--- src/bbr_pkg.sv ---
`timescale 1ns / 1ps

package bbr_pkg;

    // Field and datapath widths
    localparam int PIX_W         = 8;
    localparam int CSUM_W        = 10;   // sum of one window column, three pixels
    localparam int SUM_W         = 12;   // sum of nine pixels plus rounding half
    localparam int CNT_W         = 4;    // neighbor count, 1 to 9
    localparam int RECIP_SHIFT   = 18;
    localparam int RECIP_W       = 19;
    localparam int FW_W          = 11;
    localparam int FH_W          = 13;
    localparam int OROW_W        = 12;
    localparam int MAX_HEIGHT    = 4096;
    localparam int MAX_WIDTH_DEF = 1024;

    // Configuration port
    localparam int CFG_IDX_W  = 2;
    localparam int CFG_DATA_W = 13;

    localparam logic [CFG_IDX_W-1:0] REG_FRAME_WIDTH  = CFG_IDX_W'(0);
    localparam logic [CFG_IDX_W-1:0] REG_FRAME_HEIGHT = CFG_IDX_W'(1);

    localparam logic [FW_W-1:0] FRAME_WIDTH_RST  = FW_W'(1024);
    localparam logic [FH_W-1:0] FRAME_HEIGHT_RST = FH_W'(768);

    // Item kinds
    localparam logic MODE_PIXEL = 1'b0;
    localparam logic MODE_DRAIN = 1'b1;

    typedef struct packed {
        logic [PIX_W-1:0] blue;
        logic [PIX_W-1:0] green;
        logic [PIX_W-1:0] red;
    } t_pix;

    // One window column: [0] two rows up, [1] one row up, [2] current row
    typedef t_pix [2:0] t_col;

    // Line store word: the two previous rows at one column
    typedef struct packed {
        t_pix upper;
        t_pix middle;
    } t_lpair;

    typedef struct packed {
        logic [CSUM_W-1:0] blue;
        logic [CSUM_W-1:0] green;
        logic [CSUM_W-1:0] red;
    } t_csum;

    typedef struct packed {
        logic keep_top;
        logic keep_bot;
    } t_rowkeep;

    // Border position of one result
    typedef struct packed {
        logic top_ex;
        logic bot_ex;
        logic left_ex;
        logic right_ex;
        logic last;
    } t_flags;

    // Scaled reciprocal, ceil(2^RECIP_SHIFT / n), exact for every window sum
    function automatic logic [RECIP_W-1:0] recip_of(input logic [CNT_W-1:0] n);
        logic [RECIP_W-1:0] m;
        case (n)
            CNT_W'(1): m = RECIP_W'(262144);
            CNT_W'(2): m = RECIP_W'(131072);
            CNT_W'(3): m = RECIP_W'(87382);
            CNT_W'(4): m = RECIP_W'(65536);
            CNT_W'(6): m = RECIP_W'(43691);
            CNT_W'(9): m = RECIP_W'(29128);
            default:   m = RECIP_W'(262144);
        endcase
        return m;
    endfunction

endpackage

--- src/bbr_cell.sv ---
`timescale 1ns / 1ps

module bbr_cell import bbr_pkg::*; (
    input  logic     i_clk,
    input  logic     i_rst_n,
    input  logic     i_shift,
    input  t_col     i_col,
    input  t_rowkeep i_keep,
    output t_col     o_col,
    output t_csum    o_sum
);

    t_col r_col;

    // Take the neighbor's column on every item
    always_ff @(posedge i_clk) begin
        if (!i_rst_n) begin
            r_col <= '0;
        end else if (i_shift) begin
            r_col <= i_col;
        end
    end

    assign o_col = r_col;

    // Column sum over the rows inside the frame
    always_comb begin
        o_sum.red   = (i_keep.keep_top ? CSUM_W'(r_col[0].red) : '0)
                    + CSUM_W'(r_col[1].red)
                    + (i_keep.keep_bot ? CSUM_W'(r_col[2].red) : '0);
        o_sum.green = (i_keep.keep_top ? CSUM_W'(r_col[0].green) : '0)
                    + CSUM_W'(r_col[1].green)
                    + (i_keep.keep_bot ? CSUM_W'(r_col[2].green) : '0);
        o_sum.blue  = (i_keep.keep_top ? CSUM_W'(r_col[0].blue) : '0)
                    + CSUM_W'(r_col[1].blue)
                    + (i_keep.keep_bot ? CSUM_W'(r_col[2].blue) : '0);
    end

endmodule

--- config.mk ---
export PLATFORM = sky130hd
export DESIGN_NAME = bbr_cell
export DESIGN_NICKNAME = d
export VERILOG_FILES = /design/src/bbr_pkg.sv /design/src/bbr_cell.sv
export SDC_FILE = /design/constraint.sdc
export NUM_CORES = 1
export LEC_CHECK = 0
export BUFFER_PORTS_ARGS = -buffer_cell sky130_fd_sc_hd__buf_2
export CAP_MARGIN = 20
export CORE_AREA = 8 8 123 125
export CTS_CLUSTER_DIAMETER = 30
export DETAILED_ROUTE_END_ITERATION = 6
export DIE_AREA = 0 0 131 133
export GPL_TIMING_DRIVEN = 1
export HOLD_SLACK_MARGIN = 0.15
export PLACE_DENSITY_LB_ADDON = 0.1
export SLEW_MARGIN = 20
export SYNTH_ARGS = -nofsm -noshare
export SYNTH_HDL_FRONTEND = slang
export SYNTH_SLANG_ARGS = --single-unit
--- constraint.sdc ---
create_clock -name i_clk -period 4.99 [get_ports i_clk]
set_input_delay 1.2475 -clock i_clk [delete_from_list [all_inputs] [get_ports i_clk]]
set_output_delay 1.2475 -clock i_clk [all_outputs]
set_load 0.1 [all_outputs]
* Yosys cells after proc, flatten, opt, wreduce, memory -nomap -nowiden
Index checks and enable logic that the tools add are counted.
** Storage, ports and cells
- Input bits :: 77
- Flip-flop bits (word level) :: 72
- Bits in writable memories :: 0
- Memories :: 0
- ROM bits :: 0
- Word-level logic and storage cells :: 21
- Latch bits :: 0
- Output and inout bits :: 102
** Cells by class
- Shift operators :: 0
- $add $sub $neg :: 6
- Bitwise gates (word level) :: 0
- Equality and inequality tests :: 0
- $lt $le $gt $ge :: 0
- Muxes and demuxes :: 6
- Multiply operators :: 0
- Divide/modulo/power cells :: 0
- Reductions and logical operators :: 0
** Operators with widths (count)
- $mux 8 :: 6
- $add 9x8->10 :: 3
- $add 8x8->9 :: 3

* Depth between registers and ports, before layout
- Depth in word-level cells :: 3
- Depth in mapped cells :: 11

* Least setup slack after synthesis
No wires, ideal clock.
- Path kind :: input port to output port
- Start point :: in i_keep[1] (netlist name)
- End point :: out o_sum[9] (netlist name)
- Setup slack :: -1.697 ns
- Buffers on the path :: 1
- Data arrival time :: 5.439 ns
- Cell stages on the path :: 10
- Cells stage by stage :: clkbuf_1 -> and2_1 -> fa_1 -> ha_1 -> inv_1 -> fa_1 -> nor2b_4 -> o31a_1 -> and2b_1 -> a211oi_1
** RTL lines
- from (decl) :: line bbr_cell.sv:8 : input t_rowkeep i_keep,
- to (decl) :: line bbr_cell.sv:10 : output t_csum o_sum

==> impl_metrics.tcl <==
set metrics [dict create \
    slew_headroom_pct 37.5 \
    place_congestion 0.851 \
    start_kind "input port" \
    end_kind "primary output" \
    finalCritPeriodShare_pct 98.5 \
    finalPower_uw 2210 \
    initial_utilization_pct 34.2 \
    wire_per_inst_um 15.7 \
    vias 3766 \
    h-tree-depth 3 \
    drt_iter0_markers 140 \
    cts_sinks 72 \
    clock_latency_ns 0.34 \
    met3_length_mm 1.16 \
    setup_viol 0 \
    synth_edf_count 0 \
    drt_wl_total_mm 13.1 \
    pin_count 179 \
    netlist_top_cells_area "dfxtp_1 (32%), mux2i_1 (17%), fa_1 (12%), nor2b_1 (10%), ha_1 (5.9%)" \
    required_ns 3.74 \
    clk_pin_slew_worst_paths_ns 0.06 \
    synthArstFlopShare_pct 0 \
    fin_area_sq_mm 0.00652 \
    syn_inst 458 \
    drive_above_1_share_pct 37.2 \
    clock-root-buffer "clkbuf_16" \
    grtUsageTotal_pct 15.4 \
    ant_nets 0 \
    finalNetCount 776 \
    core_region_area_sq_mm 0.0131 \
    yosys_warnings 0 \
    fill_cells 1247 \
    hpwlAfterDp_mm 10.5 \
    synth_top_area_share_pct 32.2 \
    synth_nets 583 \
    grt_max_degree 73 \
    fin_cells 832 \
    r2r_slack_ns 4.25 \
    drc_errors 0 \
    top_layer "met5" \
    critical_path_arrival_ns 3.67 \
    timing.hold.ws_ns 0.539 \
    synth_area_sq_mm 0.00447 \
    fin_crit_ns 4.92 \
    dieWidth_um 131 \
    die_area_sq_mm 0.0174 \
    path_class "input port to primary output" \
    die_y_um 133 \
    tightest_slew_ns 0.938 \
    layout_commonest_cell "buf_2" \
    grt-ovfl-total 0 \
    clk_path_buf_depth 2 \
    grt_pass1_wl_mm 21.0 \
    synth-seq-cells 72 \
    yosysTopAreaCell "dfxtp_1" \
    fin_worst_skew_ns 0 \
    antenna_cells 0 \
    avgSynthCellArea_sq_um 9.77 \
    vias_per_cell 4.53 \
    largest_reg_flops 72 \
    fp-row-count 42 \
    fin_ws_ns 0.0725 \
    report.final.slew_viol_count 0 \
    grt_pass1_vias 4091 \
    placement.io_buffers 178 \
    placed_cells 815 \
    rsz0062_at_grt "true" \
    peakVddDrop_v 0.000179 \
    dp_worst_setup_slack_ns -0.217 \
    synth_cell_types 31 \
    wl_met1_mm 5.85 \
    leakagePower_uw 0.00329 \
    wl_met2_mm 5.91 \
    antenna_found_initial 1 \
    powerDensity_mw_per_mm2 339 \
    postPlaceCellArea_sq_mm 0.00620 \
    syn_to_final_growth_pct 45.7 \
    drt_first_pass_iters 4 \
    hold_violations 0 \
    outcome "finished, final reports clean" \
    ys.flop_type "dfxtp_1" \
    cap_viol_max_count 0 \
    ctsHoldBuffers 0 \
    cp_max_fo 12 \
    cts-buffers-inserted 9 \
    cts_tree "yes" \
    seq_area_frac_synth_pct 32.2 \
    fmax_mhz 203 \
    mostFrequentLayoutCells "buf_2 (152), nor2b_1 (75), mux2i_1 (74)" \
    hold_path_class "flip-flop to flip-flop" \
]
stage by stage:
step                      setup TNS, ns  utilization, %
final                                 0            49.8
after global routing            -0.0313            49.8
after CTS                             0            49.6
after detailed placement         -0.926            47.4
after global placement           -0.595            47.4
after floorplan                  -0.428               -
metal layers:
metal	vias to the layer above	GRT usage, %
met5	-	0
met1	1720	19.6
met2	125	24.0
li1	1903	-
met4	2	4.59
met3	16	5.22
path summary, 6_finish.rpt:
check / from / end / depth (start not counted)
worst max-delay path: i_keep[0] / o_sum[7] / 10
worst min register to register: o_col[17] / o_col[17] / 2
worst min-delay path: o_col[17] / o_col[17] / 2
worst max register to register: o_col[45] / o_col[45] / 2
area by class of cell:
class                   instances  area (sq um)  area share (%)
repair buffers                202          1420            21.8
clock inverters                 4          20.0           0.307
flip-flops and latches         72          1440            22.1
well taps                     176           220            3.38
inverters                      30           113            1.73
multi-input cells             336          3060            46.9
clock buffers                  12           246            3.78
power by group:
group          switching (uW)  internal, uW  total, uW
registers                32.0           610        642
clock network             241           347        587
logic                     694           289        983
what timing repair did:
| item | CTS | global route |
|---|---|---|
| pin swaps | 5 | 4 |
| gates resized for setup | 7 | 6 |
| setup endpoints to repair | 8 | 9 |
| setup buffers | 1 | 0 |
worst max-delay path, cell delays in order:
cell and delay [ns]:
buf_4 0.16, buf_6 0.15, and2_1 0.17, fa_1 0.44, ha_1 0.31, nor2b_4 0.13
o31a_1 0.28, or4_1 0.48, nand3_4 0.12, buf_12 0.17
logic make-up (layout without fill, tap and decap cells):
family,count (synthesis),after routing,synth area share [%]
simple gates,158,158,20.4
mux,74,74,16.6
flops,72,72,32.2
buf+inv,50,248,4.42
fa+ha+maj,48,48,18.0
compound gates,44,44,6.07
xor+xnor,12,12,2.35
cells in the mapped netlist, drive strengths merged (4+ instances only):
cell,count
a21oi,20
and2,34
buf,8
clkbuf,12
dfxtp,72
fa,27
ha,21
inv,30
mux2i,74
nand2,26
nor2,6
nor2b,76
nor3,6
o211ai,4
o21ai,7
xnor2,9
Note: power is estimated with default switching activity, not from simulation.
